===== src/hdl/s256_pkg.sv =====
`timescale 1ns / 1ps
package s256_pkg;

    typedef logic [31:0] t_word;
    typedef logic [0:7][31:0] t_hash;

    typedef enum logic [2:0] {
        S_IDLE,
        S_PAD,
        S_ROUND,
        S_FOLD,
        S_EMIT
    } t_state;

    typedef struct packed {
        logic       load;
        logic       step;
        logic [5:0] rnd;
    } t_rnd_ctrl;

    typedef struct packed {
        logic       shift;
        logic [7:0] din;
        logic       step;
    } t_sched_ctrl;

    localparam t_hash C_H0 = '{
        32'h6a09e667, 32'hbb67ae85, 32'h3c6ef372, 32'ha54ff53a,
        32'h510e527f, 32'h9b05688c, 32'h1f83d9ab, 32'h5be0cd19
    };

    localparam t_word C_K [64] = '{
        32'h428a2f98, 32'h71374491, 32'hb5c0fbcf, 32'he9b5dba5,
        32'h3956c25b, 32'h59f111f1, 32'h923f82a4, 32'hab1c5ed5,
        32'hd807aa98, 32'h12835b01, 32'h243185be, 32'h550c7dc3,
        32'h72be5d74, 32'h80deb1fe, 32'h9bdc06a7, 32'hc19bf174,
        32'he49b69c1, 32'hefbe4786, 32'h0fc19dc6, 32'h240ca1cc,
        32'h2de92c6f, 32'h4a7484aa, 32'h5cb0a9dc, 32'h76f988da,
        32'h983e5152, 32'ha831c66d, 32'hb00327c8, 32'hbf597fc7,
        32'hc6e00bf3, 32'hd5a79147, 32'h06ca6351, 32'h14292967,
        32'h27b70a85, 32'h2e1b2138, 32'h4d2c6dfc, 32'h53380d13,
        32'h650a7354, 32'h766a0abb, 32'h81c2c92e, 32'h92722c85,
        32'ha2bfe8a1, 32'ha81a664b, 32'hc24b8b70, 32'hc76c51a3,
        32'hd192e819, 32'hd6990624, 32'hf40e3585, 32'h106aa070,
        32'h19a4c116, 32'h1e376c08, 32'h2748774c, 32'h34b0bcb5,
        32'h391c0cb3, 32'h4ed8aa4a, 32'h5b9cca4f, 32'h682e6ff3,
        32'h748f82ee, 32'h78a5636f, 32'h84c87814, 32'h8cc70208,
        32'h90befffa, 32'ha4506ceb, 32'hbef9a3f7, 32'hc67178f2
    };

    localparam logic [7:0] C_PAD_MARK = 8'h80;
    localparam logic [5:0] C_LEN_POS  = 6'd56;
    localparam logic [5:0] C_LAST_POS = 6'd63;
    localparam logic [5:0] C_LAST_RND = 6'd63;

    function automatic t_word big_sig0(input t_word x);
        return {x[1:0], x[31:2]} ^ {x[12:0], x[31:13]} ^ {x[21:0], x[31:22]};
    endfunction

    function automatic t_word big_sig1(input t_word x);
        return {x[5:0], x[31:6]} ^ {x[10:0], x[31:11]} ^ {x[24:0], x[31:25]};
    endfunction

    function automatic t_word small_sig0(input t_word x);
        return {x[6:0], x[31:7]} ^ {x[17:0], x[31:18]} ^ {3'b000, x[31:3]};
    endfunction

    function automatic t_word small_sig1(input t_word x);
        return {x[16:0], x[31:17]} ^ {x[18:0], x[31:19]} ^ {10'd0, x[31:10]};
    endfunction

endpackage


===== src/hdl/s256_sched.sv =====
`timescale 1ns / 1ps
module s256_sched (
    input  logic                   i_clk,
    input  s256_pkg::t_sched_ctrl  i_ctrl,
    output s256_pkg::t_word        o_w
);
    import s256_pkg::*;

    // window of 16 words, w[t] in the top bits; bytes enter at the bottom
    logic [511:0] r_win;
    t_word        w_new;

    function automatic t_word win_word(input logic [511:0] win, input int j);
        return win[511 - 32*j -: 32];
    endfunction

    always_comb begin
        w_new = small_sig1(win_word(r_win, 14)) + win_word(r_win, 9)
              + small_sig0(win_word(r_win, 1)) + win_word(r_win, 0);
    end

    assign o_w = win_word(r_win, 0);

    always_ff @(posedge i_clk) begin
        if (i_ctrl.shift) begin
            r_win <= {r_win[503:0], i_ctrl.din};
        end else if (i_ctrl.step) begin
            r_win <= {r_win[479:0], w_new};
        end
    end

endmodule


===== src/hdl/s256_round.sv =====
`timescale 1ns / 1ps
module s256_round (
    input  logic                 i_clk,
    input  s256_pkg::t_rnd_ctrl  i_ctrl,
    input  s256_pkg::t_hash      i_hash,
    input  s256_pkg::t_word      i_w,
    output s256_pkg::t_hash      o_work
);
    import s256_pkg::*;

    t_hash r_work;
    t_word w_t1;
    t_word w_t2;
    t_word w_ch;
    t_word w_maj;

    always_comb begin
        w_ch  = (r_work[4] & r_work[5]) ^ (~r_work[4] & r_work[6]);
        w_maj = (r_work[0] & r_work[1]) ^ (r_work[0] & r_work[2])
              ^ (r_work[1] & r_work[2]);
        w_t1  = r_work[7] + big_sig1(r_work[4]) + w_ch + C_K[i_ctrl.rnd] + i_w;
        w_t2  = big_sig0(r_work[0]) + w_maj;
    end

    always_ff @(posedge i_clk) begin
        if (i_ctrl.load) begin
            r_work <= i_hash;
        end else if (i_ctrl.step) begin
            r_work <= '{w_t1 + w_t2, r_work[0], r_work[1], r_work[2],
                        r_work[3] + w_t1, r_work[4], r_work[5], r_work[6]};
        end
    end

    assign o_work = r_work;

endmodule


===== src/hdl/sha256_message_hash.sv =====
`timescale 1ns / 1ps
// SHA-256 over a byte stream. The request that fills a 64-byte block keeps the
// input stalled while its 64 rounds run through the single shared round unit,
// one per cycle, and the result is folded into the hash. A request with tlast
// pads the message one byte per cycle up to the end of the block, compresses one
// or two more blocks and presents the digest in an output register, so the next
// message may start while the digest waits to be taken.
module sha256_message_hash (
    input  logic         i_clk,
    input  logic         i_rst_n,
    input  logic         i_s_axis_tvalid,
    output logic         o_s_axis_tready,
    input  logic [7:0]   i_s_axis_tdata,   // data_byte
    input  logic         i_s_axis_tuser,   // empty_req
    input  logic         i_s_axis_tlast,   // last
    output logic         o_m_axis_tvalid,
    input  logic         i_m_axis_tready,
    output logic [255:0] o_m_axis_tdata    // digest_part0, part1, part2, part3
);
    import s256_pkg::*;

    t_state       r_state;
    t_state       n_state;
    logic [60:0]  r_count;
    t_hash        r_hash;
    logic [5:0]   r_rnd;
    logic [5:0]   r_ppos;
    logic         r_fin;
    logic         r_mark;
    logic         r_lastblk;
    logic         r_done;
    logic         r_out_valid;
    logic [255:0] r_out_data;

    logic         w_s_acc;
    logic         w_out_free;
    logic         w_emit;
    logic [63:0]  w_bits;
    logic [63:0]  w_len_sh;
    logic [7:0]   w_pad_byte;
    logic [255:0] w_digest;
    t_sched_ctrl  w_sched_ctrl;
    t_rnd_ctrl    w_rnd_ctrl;
    t_word        w_w;
    t_hash        w_work;

    assign w_s_acc    = i_s_axis_tvalid && o_s_axis_tready;
    assign w_out_free = !r_out_valid || i_m_axis_tready;
    assign w_bits     = {r_count, 3'b000};
    assign w_len_sh   = w_bits >> {~r_ppos[2:0], 3'b000};

    always_comb begin
        if (!r_mark) begin
            w_pad_byte = C_PAD_MARK;
        end else if (r_lastblk && r_ppos >= C_LEN_POS) begin
            w_pad_byte = w_len_sh[7:0];
        end else begin
            w_pad_byte = 8'h00;
        end
    end

    always_comb begin
        for (int i = 0; i < 4; i++) begin
            w_digest[64*i +: 64] = {r_hash[2*i], r_hash[2*i+1]};
        end
    end

    // next state
    always_comb begin
        n_state = r_state;
        unique case (r_state)
            S_IDLE: begin
                if (w_s_acc) begin
                    if (!i_s_axis_tuser && r_count[5:0] == C_LAST_POS) begin
                        n_state = S_ROUND;
                    end else if (i_s_axis_tlast) begin
                        n_state = S_PAD;
                    end
                end
            end
            S_PAD: begin
                if (r_ppos == C_LAST_POS) begin
                    n_state = S_ROUND;
                end
            end
            S_ROUND: begin
                if (r_rnd == C_LAST_RND) begin
                    n_state = S_FOLD;
                end
            end
            S_FOLD: begin
                if (r_done) begin
                    n_state = S_EMIT;
                end else if (r_fin) begin
                    n_state = S_PAD;
                end else begin
                    n_state = S_IDLE;
                end
            end
            S_EMIT: begin
                if (w_out_free) begin
                    n_state = S_IDLE;
                end
            end
            default: n_state = S_IDLE;
        endcase
    end

    // outputs of the sequencer
    always_comb begin
        o_s_axis_tready    = 1'b0;
        w_emit             = 1'b0;
        w_sched_ctrl.shift = 1'b0;
        w_sched_ctrl.din   = w_pad_byte;
        w_sched_ctrl.step  = 1'b0;
        w_rnd_ctrl.load    = (n_state == S_ROUND) && (r_state != S_ROUND);
        w_rnd_ctrl.step    = 1'b0;
        w_rnd_ctrl.rnd     = r_rnd;
        unique case (r_state)
            S_IDLE: begin
                o_s_axis_tready    = 1'b1;
                w_sched_ctrl.shift = w_s_acc && !i_s_axis_tuser;
                w_sched_ctrl.din   = i_s_axis_tdata;
            end
            S_PAD: begin
                w_sched_ctrl.shift = 1'b1;
            end
            S_ROUND: begin
                w_sched_ctrl.step = 1'b1;
                w_rnd_ctrl.step   = 1'b1;
            end
            S_FOLD: begin
            end
            S_EMIT: begin
                w_emit = w_out_free;
            end
            default: begin
            end
        endcase
    end

    always_ff @(posedge i_clk) begin
        if (!i_rst_n) begin
            r_state     <= S_IDLE;
            r_count     <= '0;
            r_hash      <= C_H0;
            r_rnd       <= '0;
            r_ppos      <= '0;
            r_fin       <= 1'b0;
            r_mark      <= 1'b0;
            r_lastblk   <= 1'b0;
            r_done      <= 1'b0;
            r_out_valid <= 1'b0;
        end else begin
            r_state <= n_state;

            if (r_state == S_IDLE && w_s_acc) begin
                r_fin     <= i_s_axis_tlast;
                r_mark    <= 1'b0;
                r_lastblk <= 1'b0;
                r_done    <= 1'b0;
                if (!i_s_axis_tuser) begin
                    r_count <= r_count + 61'd1;
                    r_ppos  <= r_count[5:0] + 6'd1;
                end else begin
                    r_ppos  <= r_count[5:0];
                end
            end

            if (r_state == S_PAD) begin
                r_ppos <= r_ppos + 6'd1;
                if (!r_mark) begin
                    r_mark <= 1'b1;
                end
                // block end: either the length went in, or it goes in the next block
                if (r_ppos == C_LAST_POS) begin
                    if (r_mark && r_lastblk) begin
                        r_done <= 1'b1;
                    end else begin
                        r_lastblk <= 1'b1;
                    end
                end else if (!r_mark) begin
                    r_lastblk <= (r_ppos < C_LEN_POS);
                end
            end

            if (r_state == S_ROUND) begin
                r_rnd <= r_rnd + 6'd1;
            end

            if (r_state == S_FOLD) begin
                for (int i = 0; i < 8; i++) begin
                    r_hash[i] <= r_hash[i] + w_work[i];
                end
            end

            if (w_emit) begin
                r_hash  <= C_H0;
                r_count <= '0;
                r_fin   <= 1'b0;
                r_done  <= 1'b0;
            end

            if (w_emit) begin
                r_out_valid <= 1'b1;
            end else if (i_m_axis_tready) begin
                r_out_valid <= 1'b0;
            end
        end
    end

    always_ff @(posedge i_clk) begin
        if (w_emit) begin
            r_out_data <= w_digest;
        end
    end

    assign o_m_axis_tvalid = r_out_valid;
    assign o_m_axis_tdata  = r_out_data;

    s256_sched u_sched (
        .i_clk  (i_clk),
        .i_ctrl (w_sched_ctrl),
        .o_w    (w_w)
    );

    s256_round u_round (
        .i_clk  (i_clk),
        .i_ctrl (w_rnd_ctrl),
        .i_hash (r_hash),
        .i_w    (w_w),
        .o_work (w_work)
    );

endmodule


===== config.mk =====
export PLATFORM = sky130hd
export DESIGN_NAME = sha256_message_hash
export DESIGN_NICKNAME = d
export VERILOG_FILES = /design/src/hdl/s256_pkg.sv /design/src/hdl/s256_sched.sv /design/src/hdl/s256_round.sv /design/src/hdl/sha256_message_hash.sv
export SDC_FILE = /design/constraint.sdc
export NUM_CORES = 2
export LEC_CHECK = 0
export ABC_AREA = 0
export ABC_CLOCK_PERIOD_IN_PS = 15600
export BUFFER_PORTS_ARGS = -buffer_cell sky130_fd_sc_hd__buf_2
export CORE_UTILIZATION = 50
export CTS_BUF_LIST = sky130_fd_sc_hd__clkbuf_2 sky130_fd_sc_hd__clkbuf_4 sky130_fd_sc_hd__clkbuf_8
export CTS_CLUSTER_SIZE = 20
export DETAILED_ROUTE_END_ITERATION = 8
export PLACE_DENSITY = 0.66
export SETUP_SLACK_MARGIN = 0.3
export SYNTH_ARGS = -nofsm -noshare
export SYNTH_HDL_FRONTEND = slang
export SYNTH_SLANG_ARGS = --single-unit
export TNS_END_PERCENT = 20

===== constraint.sdc =====
create_clock -name i_clk -period 15.6 [get_ports i_clk]
set_clock_uncertainty 0.1 [all_clocks]
set_input_delay 1.56 -clock i_clk [delete_from_list [all_inputs] [get_ports i_clk]]
set_output_delay 1.56 -clock i_clk [all_outputs]
set_load 0.02 [all_outputs]

==> run metrics <==
status completed; clk root buf clkbuf_8; Worst Setup End Kind flip-flop; Worst IR Drop VDD 0.0001721 V; commonest non-fill, non-tap cell in the layout nand2_1; Worst Slack Setup Final 5.305 ns; area growth from synthesis to layout 9.817%; worst skew pair latency between 1 and 1.5 ns; Slew Limit Fails 0; DRT Pass-1 Iters 7; grt total ovfl 0; share of the clock period used by the worst path 65.99%; Post-synth ARST share 0%; Synth Register Bits 1361; Syn Area/Cell between 9 and 10 sq um; Post-CTS Setup Bufs 0; Critical Path Start Type flip-flop; DRC Markers 0; Unique masters post-synth 91; vias per cell 5.831; Die H 402.6 um; Syn Nets 9113; fin crit period 10.29 ns; Gate Count Post-Synth approximately 8500; Pwr Density 140.4 mW/mm^2; Primary FF master, synth edfxtp_1; Die X between 400 and 500 um; largest cells by area after synthesis edfxtp_1 38%, nand2_1 12%, dfxtp_1 8.4%, ha_1 6.1%, fa_1 4.9%; Slowest cell on crit path ha_1; relative slew slack 13.55%; DIE AREA 0.1621 sq mm; GR Util All Layers 30.95%; commonest cells after routing, fill and taps aside 2577 x nand2_1, 1024 x edfxtp_1, 498 x a21oi_1; Worst-Margin Slew 1.294 ns; Nets 9215; Total Negative Setup Slacks 0 ns; register area share after synthesis 46.74%; maximum clock frequency 97.14 MHz; vias in the first global route ~60000; # IOs 272; number of flops mapped to enable cells by yosys a little over 1000; DR vias roughly 64000; Final Hold Fails 0; post-route ant nets 0; Rows 146; crit-path max FO 16; Final Instance Area 0.08810 sq mm; Post-Syn Area about 0.08 sq mm; post_cts resized 0; Clock Tree Buf Depth 3; warning count from the yosys run 0; IO Port Bufs 271; GPL Wtd Cong 0.9884; Core Area 0.1587 sq mm; Hold WC Path Type reg2reg; WL final 255200 um; Worst Path Required between 15 and 20 ns; DR iter-0 viols 6542; total CTS buffers ~230; hold buffers post-CTS 0; Initial Util 50.54%; Clock Sinks 1361; Leak 0.03556 uW; CTS tree done; Final setup viols 0; first-pass GRT wire length 377700 um; largest net degree at the start of global routing 231; Synth top area share 38.33%; max incr delay on CP 0.86 ns; H-tree depth 4; placed instance area 0.08308 sq mm; Worst EP arrival about 11 ns; share of cells above drive strength 1 under 10%; RSZ-0062 raised after global routing no; Min Hold Slack 0.3643 ns; per-cell routed wire length 23.43 um; clock slew at reported path FFs 0.06 ns; largest area contributor in the netlist edfxtp_1; pre-CTS setup slack 5.390 ns; DP HPWL 186000 um; initial antenna violation count 3; Max-cap violations 0; Crit Path Class reg2reg
[synth_stat cells (67+ instances only)]
master and count:
edfxtp_1 1024, ha_1 393, a211oi_1 67, nor2_1 336, xnor2_1 408, fa_1 195
a21o_1 176, dfxtp_1 337, o211ai_1 106, xor2_1 187, nand3_1 121, nand2b_1 72
nor3_1 96, nand2_1 2579, o21ai_0 379, inv_1 273, a21oi_1 499, clkbuf_1 421
[worst paths after layout]
check            from                   to  slack [ns]  cells past startpoint
min reg2reg    r_done               r_done        0.36                      2
max reg2reg  r_rnd[1]  u_round.o_work[255]        5.31                     34
max          r_rnd[1]  u_round.o_work[255]        5.31                     34
min            r_done               r_done        0.36                      2
[registers in the layout, summed over array words and instances, names as in the netlist]
register         flops
r_ppos               6
r_fin                1
r_state              3
r_hash             256
r_mark               1
r_done               1
o_m_axis_tdata     256
r_lastblk            1
r_count             61
r_rnd                6
u_sched.r_win      512
u_round.o_work     256
o_m_axis_tvalid      1
[critical path: cells and delay by family (launching register included)]
family	cells	cell delay, ns
AOI/OAI and AO/OA	18	4.88
DFF	1	0.31
and+or+nand+nor	4	0.66
adders and majority gates	7	3.33
xor gates and xnor gates	2	0.35
buffers and inverters	3	0.43
[layout make-up]
class / instances / area, sq um
fillers: 14040 / 70640
multi-input cells: 6408 / 40010
flip-flops and latches: 1361 / 37500
clock buffers: 331 / 4018
well taps: 2072 / 2592
repair buffers: 338 / 1922
inverters: 277 / 1047
clock inverters: 102 / 1001
diodes: 3 / 7.507
[stage by stage]
step | power, uW | util (%) | instances
floorplan | 7772 | - | 8511
global placement | 8825 | 52.33 | 10460
detailed placement | 8892 | 52.33 | 10460
CTS | 12400 | 55.50 | 10890
global route | 13080 | 55.50 | 10890
finish | 12370 | 55.50 | 10890
[layer usage]
metal  vias to the layer above  GRT usage (%)  wire length (um)
li1                      29670              -                 -
met1                     30670          42.28            107200
met2                      2650          48.15            114700
met3                       526          5.238             20900
met4                         0          14.30             12380
met5                         -              0                 0
[power breakdown]
part / switching (uW) / internal (uW) / leakage (uW)
clock network: 1580 / 1900 / 0.00266
registers: 226 / 4350 / 0.0118
logic: 2580 / 1740 / 0.0211
total: 4380 / 7990 / 0.0356
[cells by family after synthesis]
kind of cell	synth area share [%]
AND/OR/NAND/NOR	18.17
AO/OA/AOI/OAI	12.59
flip-flops	46.74
buffers and inverters	3.478
adder cells (fa/ha/maj)	11.27
XOR/XNOR	6.496
multiplexers	1.257
Power figures use the tool's default switching activity.
